**src/design/salc_ram.sv**
```systemverilog
// Generic single-write, single-read RAM with registered read data.
// Standalone; no package use.
module salc_ram #(
	parameter int WIDTH = 8,
	parameter int DEPTH = 16
) (
	input  logic                     clk,
	input  logic                     wr_en,
	input  logic [$clog2(DEPTH)-1:0] wr_addr,
	input  logic [WIDTH-1:0]         wr_data,
	input  logic                     rd_en,
	input  logic [$clog2(DEPTH)-1:0] rd_addr,
	output logic [WIDTH-1:0]         rd_data
);

	logic [WIDTH-1:0] mem [DEPTH];
	logic [WIDTH-1:0] rd_data_q;

	always_ff @(posedge clk) begin
		if (wr_en) begin
			mem[wr_addr] <= wr_data;
		end
		// hold the last read word until the next read
		if (rd_en) begin
			rd_data_q <= mem[rd_addr];
		end
	end

	assign rd_data = rd_data_q;

endmodule

```
**config.mk**
```make
export PLATFORM = sky130hd
export DESIGN_NAME = salc_ram
export DESIGN_NICKNAME = d
export VERILOG_FILES = /design/src/design/salc_ram.sv
export SDC_FILE = /design/constraint.sdc
export NUM_CORES = 1
export LEC_CHECK = 0
export ABC_CLOCK_PERIOD_IN_PS = 3200
export BUFFER_PORTS_ARGS = -buffer_cell sky130_fd_sc_hd__buf_2
export CAP_MARGIN = 20
export CORE_MARGIN = 5
export CORE_UTILIZATION = 50
export CTS_CLUSTER_DIAMETER = 200
export DETAILED_ROUTE_END_ITERATION = 8
export GPL_ROUTABILITY_DRIVEN = 0
export PLACE_DENSITY = 0.77
export SLEW_MARGIN = 20
export SYNTH_ARGS = -nofsm -noshare
export SYNTH_HDL_FRONTEND = slang
export SYNTH_SLANG_ARGS = --single-unit
```
**constraint.sdc**
```tcl
create_clock -name clk -period 3.2 [get_ports clk]
set_input_delay 0.8 -clock clk [delete_from_list [all_inputs] [get_ports clk]]
set_output_delay 0.8 -clock clk [all_outputs]
set_load 0.02 [all_outputs]
```
=== Yosys cells after proc, flatten, opt, wreduce, memory -nomap -nowiden ===
Memory sizes are Yosys's and may differ from the RTL's. A register that Yosys moved wholly into a read port is not among the register bits.
Cells that the tools add are included.

* Register bits: 0
* Bits in writable memories: 128
* Input port bits: 19
* Output and inout port bits: 8
* Memories kept: 1

* Mux-type cells: 2

{| class="wikitable"
|+ Memories
! name !! words !! width !! rd ports !! clocked after memory_dff !! write ports !! RTL line !! source
|-
| mem || 16 || 8 || 1 || 1 || 1 || 16 || <nowiki>logic [WIDTH-1:0] mem [DEPTH];</nowiki>
|}

{| class="wikitable"
|+ Operators with widths
! operator !! number
|-
| 1-bit two-way mux || 2
|}

=== Longest topological paths before layout ===
* Depth in word-level cells: 2
* Gate-level depth with buffers: 5
* Depth with buffers taken out: 3

=== Least setup slack after synthesis ===
OpenSTA, ideal clock, no wires.

* Path type: in2reg
* Start point: in wr_addr[2]
* End point: mem mem[0][0], enable pin
* Library setup time: 0.383 ns
* Arrival: 1.910 ns
* Path slack: 0.907 ns
* Cell stages on the path: 2
* Buffers on the path: 0
* Cell sequence: or3b_2 -> nor3_1

{| class="wikitable"
|+ RTL lines
! element !! RTL line !! source
|-
| from (decl) || 9 || <nowiki>input logic [$clog2(DEPTH)-1:0] wr_addr,</nowiki>
|-
| to (decl) || 16 ||
|}

Straight into the memory's write port.

=== Worst setup path after layout ===
* Start point: in wr_addr[2]
* End point: mem mem[2][2], enable pin

Straight into the memory's write port.

==> results by group <==
Setup path
  – Data required time at the worst endpoint: 3.33 ns
  – Startpoint class of the critical path: primary input
  – Launch point of the worst reg-to-reg path: mem[1][0]$_DFFE_PP_
  – Largest fanout on the critical path: 8
  – Source of the critical timing path: wr_addr[2]
  – Worst Path Class, Setup: in2reg
  – Type of element capturing the critical path: flip-flop
  – Worst EP arrival: 2.15 ns

Synthesis
  – Post-synthesis cell area: 5230 µm²
  – Sequential area share after synthesis: about 80%
  – Yosys warnings: 0
  – Average cell area after synthesis: 22.8 µm²
  – Number of standard cells after synthesis: 229
  – Unique cell type count in the Yosys netlist: 18
  – Flop and latch count out of synthesis: 136
  – Nets in the synthesized netlist: 248

Power
  – IR drop worst, VDD: around 360 µV
  – Total power density per cell area: 678 nW/µm²
  – Static leakage power: about 2.1 nW

Global routing
  – Number of antenna violations at the first check in global routing: 0
  – Overflow after GRT: 0
  – Wire length of the first global-routing pass: between 15000 and 20000 µm
  – Total routing usage reported by global routing: between 15 and 20%
  – Via count of the first global-routing pass: 2720
  – Maximum number of pins on one net before global-route repair: 33

Clock network
  – Number of setup buffers added after CTS: 0
  – Clock root buffer: sky130_fd_sc_hd__clkbuf_8
  – Deepest clock path buffer count: 2
  – Hold Buf Count CTS: 0
  – Clock net sink count: 136
  – CTS H-Tree Depth: 4
  – Insertion delay of the later-clocked pin in the worst-skew pair: 0.52 ns
  – Num CTS Buffers: 17
  – Post-cts sizing count: 0
  – Post-CTS clock slew at the launch and capture registers of the worst setup and hold paths: 0.06 ns
  – TritonCTS clock tree: built

STA
  – Max Clock Freq: ~500 MHz
  – Worst clock skew: 0.0142 ns
  – Final number of max-transition violations: 0
  – Final hold violation count: 0
  – Final critical-path share of the clock period: 63.0%
  – Setup_tns: 0 ns
  – Unrepaired setup endpoints after global routing: false
  – Headroom to the max-slew limit: 38.0%
  – # setup viols final: 0
  – Worst Tran Pin Value: 0.927 ns
  – Clock period minus worst slack: 2.02 ns

Run status
  – Run status: finished clean

Floorplan
  – Number of top-level pins: 27
  – Area of the die: 12600 µm²
  – Core area: 10300 µm²
  – Die height: 112 µm
  – Chip Width: 112 µm
  – Initial core utilization: between 50% and 60%
  – Site row count: 37

Route
  – Vias post-DR: between 2000 and 2500
  – Post-detailed-route count of antenna-violating nets: 0
  – Count of TritonRoute iterations in the first routing pass: 4
  – Wire per inst: 24.1 µm
  – 1st-iter DRT viols: 234
  – Total routed wirelength: slightly above 10000 µm
  – DRC Markers: 0
  – Average vias per placed instance: 5.79

Layout
  – Layout area overhead: 17.8%
  – Filler Cells Inserted: 720
  – Non-filler instance count after layout: 425
  – End-of-flow core utilization: 59.9%
  – Fraction of final layout cells with drive strength greater than 1: 30.1%
  – Final non-filler cell area: 6160 µm²
  – Number of nets in the layout: 295
  – Ant diodes: 0

Hold path
  – Hold_sp: rd_en
  – Worst min-delay path category: in2reg

Place
  – IO buf count: 26
  – Hpwl dp: 5990 µm
  – Placed Area: 5560 µm²
  – Placed Cells: 393

Flow run
  – # Max-Cap Violations: 0
-- synth_stat cells --
cell type	count	area [µm²]
sky130_fd_sc_hd__edfxtp_1	136	4080
sky130_fd_sc_hd__mux4_2	18	405
sky130_fd_sc_hd__a22oi_1	16	120
sky130_fd_sc_hd__mux4_1	14	368
sky130_fd_sc_hd__nor2_1	13	48.8
sky130_fd_sc_hd__nand2_1	9	33.8
sky130_fd_sc_hd__nor3_1	4	20.0
sky130_fd_sc_hd__buf_2	3	15.0
sky130_fd_sc_hd__buf_6	3	33.8
sky130_fd_sc_hd__clkdlybuf4s25_2	3	30.0
sky130_fd_sc_hd__nand2b_1	2	12.5
sky130_fd_sc_hd__nand3b_1	2	15.0
sky130_fd_sc_hd__and2_1	1	6.26
sky130_fd_sc_hd__and2b_1	1	7.51
sky130_fd_sc_hd__buf_4	1	7.51
sky130_fd_sc_hd__nand3_1	1	5.00
sky130_fd_sc_hd__nor2b_1	1	6.26
sky130_fd_sc_hd__or3b_2	1	8.76
-- worst paths after layout --
check | endpoint | slack (ns) | cells past startpoint
min reg2reg | rd_data[2]$_DFFE_PP_ | 0.74 | 3
max | mem[2][2]$_DFFE_PP_ | 1.18 | 3
min | rd_data[3]$_DFFE_PP_ | 0.66 | 1
max reg2reg | rd_data[0]$_DFFE_PP_ | 1.60 | 3
-- critical path, cell delays in order --
cell and delay (ns):
sky130_fd_sc_hd__buf_2 0.11, sky130_fd_sc_hd__or3b_2 0.51, sky130_fd_sc_hd__nor2_1 0.72
-- where the power goes --
group / switching, W / internal, W
Sequential: 0.0000111 / 0.00201
Combinational: 0.000114 / 0.0000762
Clock: 0.000703 / 0.00126
Total: 0.000827 / 0.00334
-- cell type report --
| cell class | instances | area, µm² | share of cell area, % |
|---|---|---|---|
| Clock inverter | 13 | 179 | 2.91 |
| Multi-Input combinational cell | 83 | 1060 | 17.2 |
| Sequential cell | 136 | 4080 | 66.3 |
| Tap cell | 136 | 170 | 2.76 |
| Clock buffer | 19 | 422 | 6.85 |
| Timing Repair Buffer | 38 | 245 | 3.98 |
-- state kept, by name (all words and copies together), names as in the netlist --
signal and cells:
mem 128, rd_data 8
-- layer usage --
metal	share of wire [%]	vias up	wire [µm]	GRT usage (%)
met2	52	82	5330	27.9
met1	41	1296	4210	23.2
met4	1.3	0	128	6.89
met3	5.4	10	557	4.58
li1	-	1071	-	-
met5	0	-	0	0
-- placed cells by master (no fill, tap or decap), drive strengths merged --
cell type and instances:
mux4 32, edfxtp 136, clkinvlp 1, buf 38, nand3 1, and2b 1, bufinv 4, nor2b 1
nand3b 2, clkinv 8, clkbuf 19, nand2b 2, or3b 1, nor2 13, and2 1, nor3 4
nand2 9, a22oi 16
-- metrics by stage --
step	setup WS (ns)	hold WS [ns]	total power [W]
global route	1.18	0.631	0.00432
CTS	1.22	0.632	0.00420
global placement	0.669	0.730	0.00224
finish	1.18	0.655	0.00417
floorplan	0.907	0.705	0.00216
detailed placement	0.625	0.743	0.00225
-- cells by family (layout without fill, tap and decap cells) --
kind of cell | count (synthesis) | in the layout | share of synthesized area, %
flops | 136 | 136 | 78.1
simple gates | 35 | 35 | 3.14
buf+inv | 10 | 70 | 1.65
mux | 32 | 32 | 14.8
compound gates | 16 | 16 | 2.30
Power figures use the tool's default switching activity.
