==> src/design/salc_pkg.sv <==
// Shared constants and types for the set-associative LRU cache model.
// No dependencies; salc_scan_step and set_assoc_lru_cache_sim refer to it by scoped names.
package salc_pkg;

	// Default sizing handed to the top level parameters
	localparam int MAX_SET_BITS_DEF = 8;
	localparam int MAX_WAYS_DEF     = 8;
	localparam int COUNT_WIDTH_DEF  = 32;

	// Fixed field widths
	localparam int ADDR_W     = 64;
	localparam int TAG_W      = 64;
	localparam int RES_W      = 32;
	localparam int WAY_MAX_W  = 5;   // way index or rank for up to 32 ways
	localparam int CFG_IDX_W  = 2;
	localparam int CFG_DATA_W = 6;

	// Access kinds
	localparam logic [1:0] ACT_LOAD   = 2'd0;
	localparam logic [1:0] ACT_STORE  = 2'd1;
	localparam logic [1:0] ACT_MODIFY = 2'd2;

	// Access outcomes
	localparam logic [1:0] OUT_HIT   = 2'd0;
	localparam logic [1:0] OUT_FILL  = 2'd1;
	localparam logic [1:0] OUT_EVICT = 2'd2;

	// Configuration register indexes
	localparam logic [CFG_IDX_W-1:0] REG_SET_BITS   = 2'd0;
	localparam logic [CFG_IDX_W-1:0] REG_BLOCK_BITS = 2'd1;
	localparam logic [CFG_IDX_W-1:0] REG_WAYS       = 2'd2;

	// Running result of the way scan
	typedef struct packed {
		logic                 hit;
		logic [WAY_MAX_W-1:0] hit_way;
		logic                 inv;
		logic [WAY_MAX_W-1:0] inv_way;
		logic [WAY_MAX_W-1:0] vic_way;
		logic [WAY_MAX_W-1:0] oldest;
	} scan_acc_t;

endpackage

==> src/design/salc_scan_step.sv <==
// One step of the way scan: tag compare, first-invalid pick and LRU victim track.
// Uses salc_pkg for the scan accumulator type and widths.
module salc_scan_step (
	input  logic                          first,
	input  logic [salc_pkg::WAY_MAX_W-1:0] way_idx,
	input  logic                          way_valid,
	input  logic [salc_pkg::TAG_W-1:0]     way_tag,
	input  logic [salc_pkg::WAY_MAX_W-1:0] way_age,
	input  logic [salc_pkg::TAG_W-1:0]     key_tag,
	input  salc_pkg::scan_acc_t            acc_in,
	output salc_pkg::scan_acc_t            acc_out
);

	salc_pkg::scan_acc_t base;

	always_comb begin
		// restart the running result on way zero
		base = first ? '0 : acc_in;
		acc_out = base;
		if (way_valid && (way_tag == key_tag)) begin
			acc_out.hit     = 1'b1;
			acc_out.hit_way = way_idx;
		end
		if (!base.inv && !way_valid) begin
			acc_out.inv     = 1'b1;
			acc_out.inv_way = way_idx;
		end
		// ties go to the higher way
		if (way_age >= base.oldest) begin
			acc_out.vic_way = way_idx;
			acc_out.oldest  = way_age;
		end
	end

endmodule

==> config.mk <==
export PLATFORM = sky130hd
export DESIGN_NAME = salc_scan_step
export DESIGN_NICKNAME = d
export VERILOG_FILES = /design/src/design/salc_pkg.sv /design/src/design/salc_scan_step.sv
export SDC_FILE = /design/constraint.sdc
export NUM_CORES = 1
export LEC_CHECK = 0
export ABC_AREA = 1
export BUFFER_PORTS_ARGS = -buffer_cell sky130_fd_sc_hd__clkbuf_2
export CORE_AREA = 2 2 71 73
export DETAILED_ROUTE_END_ITERATION = 16
export DIE_AREA = 0 0 73 75
export GPL_ROUTABILITY_DRIVEN = 0
export PLACE_DENSITY = 0.85
export REMOVE_ABC_BUFFERS = 1
export SETUP_SLACK_MARGIN = 0.02
export SYNTH_ARGS = -nofsm -noshare
export SYNTH_HDL_FRONTEND = slang
export SYNTH_SLANG_ARGS = --single-unit
export TNS_END_PERCENT = 10
==> constraint.sdc <==
create_clock -name vclk -period 1.74
set_input_delay 0.087 -clock vclk [all_inputs]
set_output_delay 0.087 -clock vclk [all_outputs]
set_load 0.02 [all_outputs]
# Word-level counts from Yosys, hierarchy flattened
# Index checks and enable logic that the tools add are counted.
[totals] input_bits=162 register_bits=0 word_cells=10 out_inout_bits=22
[classes] mux=4 n_reduce_logical=4 eq_ne=1 order_cmp=1
[ops] cell="$eq 64x64->1" n=1
[ops] cell="$mux 22" n=1
[ops] cell="$mux 6" n=2
[ops] cell="$mux 10" n=1
[ops] cell="$ge 5x5->1" n=1
[ops] cell="$logic_and 1x1->1" n=2
[ops] cell="$logic_not 1->1" n=2

# Depth between registers and ports, before layout
# Gate-level depths: netlist (run 1).
[logic_depth] word_depth=4 mapped_depth=11 mapped_depth_nobuf=11

# Least setup slack after synthesis (run 1)
# Ideal clock, no wire load.
[synth_timing] kind="in2out" startpoint="input first" endpoint="output acc_out[1] (netlist bit)" stages=8 n_path_buf=1 t_arrival_ns=1.558 required_ns=1.653 setup_slack_ns=0.095 cell_sequence="inv_1 > nand2_1 > ha_1 > a21oi_1 > o21a_1 > nand3_1 > clkbuf_1 > o21ai_0"
[synth_lines] element="start, declared" line="salc_scan_step.sv:4" rtl="input logic first,"
[synth_lines] element="end, declared" line="salc_scan_step.sv:11" rtl="output salc_pkg::scan_acc_t acc_out"

==> results_dict.tcl, run 1 <==
set metrics [dict create \
    utilization_pct 58.1 \
    cpPeakStageDelay_ps 330 \
    min_path_type "input port to primary output" \
    path_max_fanout 7 \
    worstPathCellList "clkbuf_2 -> inv_4 -> nand2_1 -> ha_1 -> a21oi_2 -> o21a_1 -> nand3_2 -> buf_4 -> o21ai_0 -> clkbuf_2" \
    yosys.area.top_type_share_pct 36.6 \
    yosysSeqAreaShare_pct 0 \
    vias_per_cell 4.45 \
    drive_above_1_share_pct 35.6 \
    wirelength_um 6000 \
    coreArea_mm2 0.00466 \
    slew_viol_final 0 \
    place_inst 621 \
    synth_most_common_cell "nand2_1" \
    final-hold-violation-count 0 \
    power.internal_mw 0.317 \
    p_total_mw 0.682 \
    netlist_top_cells_count "161 x nand2_1, 86 x inv_1, 55 x nor2_1" \
    synth_area_mm2 0.00165 \
    p_sw_share_pct 53.5 \
    firstDrtPassIters 4 \
    crit_path_start_kind "input port" \
    grt_overflow 0 \
    netlist_top_cells_area "nand2_1 37%, inv_1 20%, nor2_1 13%" \
    num_antenna_cells 0 \
    cp_common_cell "clkbuf_2" \
    critPathKind "input port to primary output" \
    start_util_pct 35.4 \
    hold_end "acc_out[15]" \
    cp-end-kind "primary output" \
    p_leak_nw 1.95 \
    place_ws_ps -13.0 \
    fin_cells 622 \
    combPwrFrac_pct 100.0 \
    finalSetupViolCount 0 \
    grt_pass1_wl_um 9230 \
    routedWlPerCell_um 9.64 \
    ys_types 19 \
    max-slew-margin-rel_pct 81.4 \
    antenna_found_initial 0 \
    drc 0 \
    syn_to_final_growth_pct 63.9 \
    pwr-share-seq_pct 0 \
    power.switching_mw 0.365 \
    layout.nets 737 \
    peakVddDrop_uv 170 \
    min_from "way_valid" \
    synth.avg_cell_area_um2 4.33 \
    dp_hpwl_um 5470 \
    syn_inst 381 \
    rows 25 \
    yosys_warnings 0 \
    period_minus_slack_ps 1680 \
    hold_buffers 0 \
    ff_latch_area_um2 0 \
    io_buffers 184 \
    finalCritPeriodShare_pct 96.3 \
    rsz0062_at_grt "true" \
    postRouteAntennaNets 0 \
    worst_slack_ps 64.5 \
    clock.fmax_ghz 0.597 \
    worstPathArrival_ps 1590 \
    clkbuf_count 0 \
    critPathSlowestCell "ha_1" \
    powerDensity_mw_per_mm2 252 \
    drt_iter0_markers 88 \
    die_h_um 75 \
    status "finished, final reports clean" \
    grt_pass1_vias 2493 \
    synth_area_leader_cell "nand2_1" \
    grt_max_degree 15 \
    ios 184 \
    via_count 2766 \
    seq_cells 0 \
    dieArea_mm2 0.00548 \
    die_w_um 73 \
    grtUsageTotal_pct 20.0 \
    p_clk_share_pct 0 \
    hold_depth 3 \
    tightest_slew_ps 279 \
    drv_cap 0 \
    worstPathRequired_ps 1650 \
]
## kinds of logic (layout without fill, tap and decap cells)
logic type	after synthesis	in the layout	synth area share (%)
simple gates	242	242	59.2
compound gates	30	30	9.39
fa+ha+maj	5	5	3.79
xor+xnor	13	13	6.89
buf+inv	91	278	20.8
## worst max path at each step
stage | from | to | slack, ps | cells past startpoint
3_3_place_gp | first | acc_out[4] | 60 | 10
5_1_grt | first | acc_out[9] | -80 | 10
3_5_place_dp | first | acc_out[4] | -10 | 10
6_report | first | acc_out[6] | 60 | 10
4_1_cts | first | acc_out[4] | 50 | 10
2_1_floorplan | first | acc_out[1] | -280 | 7
## metrics by stage
stage	hold slack (ps)	setup TNS, ps	cell area [um2]
detailed placement	481	-14.8	2670
global route	501	-651	2710
CTS	488	0	2670
floorplan	296	-2670	1640
global placement	481	0	2670
finish	495	0	2710
## power groups by stage
stage | logic (mW) | registers [mW] | clock network, mW
floorplan | 0.332 | 0 | 0
global placement | 0.638 | 0 | 0
detailed placement | 0.656 | 0 | 0
CTS | 0.661 | 0 | 0
global route | 0.767 | 0 | 0
finish | 0.682 | 0 | 0
## layer usage
layer / share of wire, % / up-vias / GRT usage, %
met3: 7.5 / 12 / 2.01
met2: 52 / 129 / 40.0
li1: - / 1506 / -
met5: 0 / - / 0
met1: 39 / 1119 / 22.5
met4: 1.5 / 0 / 4.53
## repair_timing
action / CTS / global route
setup buffers: 0 / 0
cloned: 0 / 1
gates resized for setup: 2 / 16
setup endpoints to repair: 3 / 10
## cells in the final DEF, fill, tap and decap left out, drive strengths merged
master,count
nand4,7
o21a,1
o21ai,24
nand2,161
xnor2,12
clkbuf,179
nor2,59
xor2,1
buf,11
o22ai,2
ha,5
a21oi,3
nand3,15
inv,88
## worst max-delay path, delay by kind of cell
kind / cells / cell delay (ps)
compound gates: 3 / 450
fa+ha+maj: 1 / 330
simple gates: 2 / 160
buf+inv: 4 / 560
## cell type report
class,count,area [um2]
Fill cell,483,1950
Multi-Input combinational cell,290,1330
Timing Repair Buffer,190,975
Inverter,88,333
Tap cell,54,67.6
Power figures use the tool's default switching activity.
==> run 2: changes to the inputs <==
--- a/config.mk
+++ b/config.mk
@@ -5,13 +5,12 @@
 export SDC_FILE = /design/constraint.sdc
 export NUM_CORES = 1
 export LEC_CHECK = 0
-export ABC_AREA = 1
 export BUFFER_PORTS_ARGS = -buffer_cell sky130_fd_sc_hd__clkbuf_2
-export CORE_AREA = 2 2 71 73
+export CORE_AREA = 2 2 72 74
 export DETAILED_ROUTE_END_ITERATION = 16
-export DIE_AREA = 0 0 73 75
+export DIE_AREA = 0 0 74 76
 export GPL_ROUTABILITY_DRIVEN = 0
-export PLACE_DENSITY = 0.85
+export PLACE_DENSITY = 0.73
 export REMOVE_ABC_BUFFERS = 1
 export SETUP_SLACK_MARGIN = 0.02
 export SYNTH_ARGS = -nofsm -noshare
==> run 2 against run 1 <==
The flow now finishes with violations (setup timing). Die area rose by 2.7%. Clock-buffer cell count stayed put. First-iteration DRC count decreased by 80%. Non-clock buffer count up 9. Hold slack worse by 12 ps. Routed wire length shrank 17%. Area after synthesis down 27%. Via count fell by 33%. Sequential cell count did not move. Critical path depth up 2. Design area fell by 8.9%. Critical path type unchanged.
==> results_dict.tcl, run 2 <==
set metrics [dict create \
    crit_start "first" \
    status "finished, violations left" \
    dieArea_mm2 0.00562 \
    synth_area_mm2 0.00121 \
    drv_cap 0 \
    synth_most_common_cell "xor2_1" \
    postRouteAntennaNets 0 \
    syn_to_final_growth_pct 104 \
    peakVddDrop_uv 121 \
    ys_types 29 \
    p_leak_nw 1.44 \
    layout.nets 526 \
    whs_ps 483 \
    worstPathRequired_ps 1650 \
    synth_area_leader_cell "xor2_1" \
    nFillCells 445 \
    period_minus_slack_ps 2100 \
    utilization_pct 50.2 \
    yosys.area.top_type_share_pct 28.9 \
    design_area_mm2 0.00247 \
    grt_pass1_wl_um 7410 \
    drc 0 \
    syn_inst 159 \
    die_w_um 74 \
    clock.fmax_ghz 0.475 \
    routedWlPerCell_um 11.6 \
    cp-end-kind "primary output" \
    synth.avg_cell_area_um2 7.62 \
    ff_latch_area_um2 0 \
    num_antenna_cells 0 \
    grt_overflow 0 \
    vias_per_cell 4.36 \
    crit_path_start_kind "input port" \
    io_buffers 184 \
    via_count 1863 \
    p_total_mw 0.655 \
    netlist_top_cells_count "40 x xor2_1, 20 x inv_1, 12 x nor2b_1" \
    worstPathArrival_ps 2020 \
    worst_slack_ps -363 \
    drt_iter0_markers 18 \
    coreArea_mm2 0.00491 \
    wirelength_um 4960 \
    mostFrequentLayoutCell "clkbuf_2" \
    firstDrtPassIters 3 \
    netlist_top_cells_area "xor2_1 29%, mux2_2 10%, xnor2_1 8.0%" \
    grt_pass1_vias 1866 \
    drive_above_1_share_pct 61.3 \
    finalCritPeriodShare_pct 121 \
    tns_ps -3990 \
    tightest_slew_ps 457 \
    rows 26 \
    seq_cells 0 \
    powerDensity_mw_per_mm2 265 \
    yosysSeqAreaShare_pct 0 \
    start_util_pct 24.7 \
    grt_max_degree 13 \
    max-slew-margin-rel_pct 69.5 \
    slew_viol_final 0 \
    placed_area_mm2 0.00231 \
    endpoint "acc_out[0]" \
    die_h_um 76 \
    clkbuf_count 0 \
    hold_buffers 0 \
    dp_hpwl_um 4480 \
    violations "setup timing" \
    grtUsageTotal_pct 15.8 \
    min_from "acc_in[21]" \
    ios 184 \
    antenna_found_initial 0 \
    rsz0062_at_grt "true" \
    yosys_warnings 0 \
    critPathKind "input port to primary output" \
    layout_common_cells "168 x clkbuf_2, 40 x xor2_1, 19 x inv_1, 14 x buf_4" \
    min_path_type "input port to primary output" \
    path_max_fanout 6 \
    finalSetupViolCount 15 \
    final-hold-violation-count 0 \
]
run 2: cell types whose count changed after synthesis, moves of 5 or more:
cell     delta
nor2b_1    +12
a22o_1      +5
nand3_1    -13
xor2_1     +39
inv_1      -66
nor2_1     -52
mux2_2     +11
o21ai_1    -10
nor4_1     +11
o21ai_0    -12
nand2_1   -156
run 2: worst min-delay path by stage:
stage | end | slack [ps] | cells past startpoint
2_1_floorplan | acc_out[21] | 330 | 1
3_3_place_gp | acc_out[2] | 510 | 4
3_5_place_dp | acc_out[21] | 510 | 3
4_1_cts | acc_out[21] | 500 | 3
5_1_grt | acc_out[21] | 490 | 3
6_report | acc_out[21] | 480 | 3
run 2: layer usage:
metal	wire [um]	global-route usage, %
met5	0	0
met4	28	1.27
met3	476	2.12
met2	2850	34.6
met1	1610	14.9
run 2: critical path: stages:
cell and delay [ps]:
buf_8 110, nor2b_4 130, ha_4 200, nand2b_4 130
a21o_1 150, a21o_1 150, a21o_1 200, a21oi_4 160
buf_12 140, buf_8 120, mux2_4 310, buf_8 130
run 2: logic make-up (layout without fill, tap and decap cells):
group | count (synthesis) | in the layout | synth area share [%]
XOR/XNOR | 51 | 51 | 36.9
AND/OR/NAND/NOR | 42 | 42 | 21.1
AO/OA/AOI/OAI | 25 | 25 | 16.8
buffers and inverters | 21 | 219 | 6.51
multiplexers | 15 | 15 | 13.5
adder cells (fa/ha/maj) | 5 | 5 | 5.17
run 2: cell type report:
class | instances | area (um2) | share of cell area, %
repair buffers | 199 | 1130 | 45.7
inverters | 20 | 75.1 | 3.04
well taps | 70 | 87.6 | 3.55
multi-input cells | 138 | 1180 | 47.7
run 2: stage by stage:
stage | instances | setup slack (ps)
final | 427 | -363
after global routing | 427 | -412
after CTS | 427 | -372
after detailed placement | 423 | -462
after global placement | 423 | -389
after floorplan | 158 | -227
run 2: repair_timing:
| item | 4_1_cts | 5_1_grt |
|---|---|---|
| buffers inserted | 4 | 0 |
| setup endpoints to repair | 16 | 16 |
| pin swaps | 6 | 3 |
| gates resized for setup | 19 | 26 |
run 2: power breakdown:
group	internal, mW	leakage (nW)	switching [mW]
logic	0.369	1.44	0.286
clock network	0	0	0
registers	0	0	0
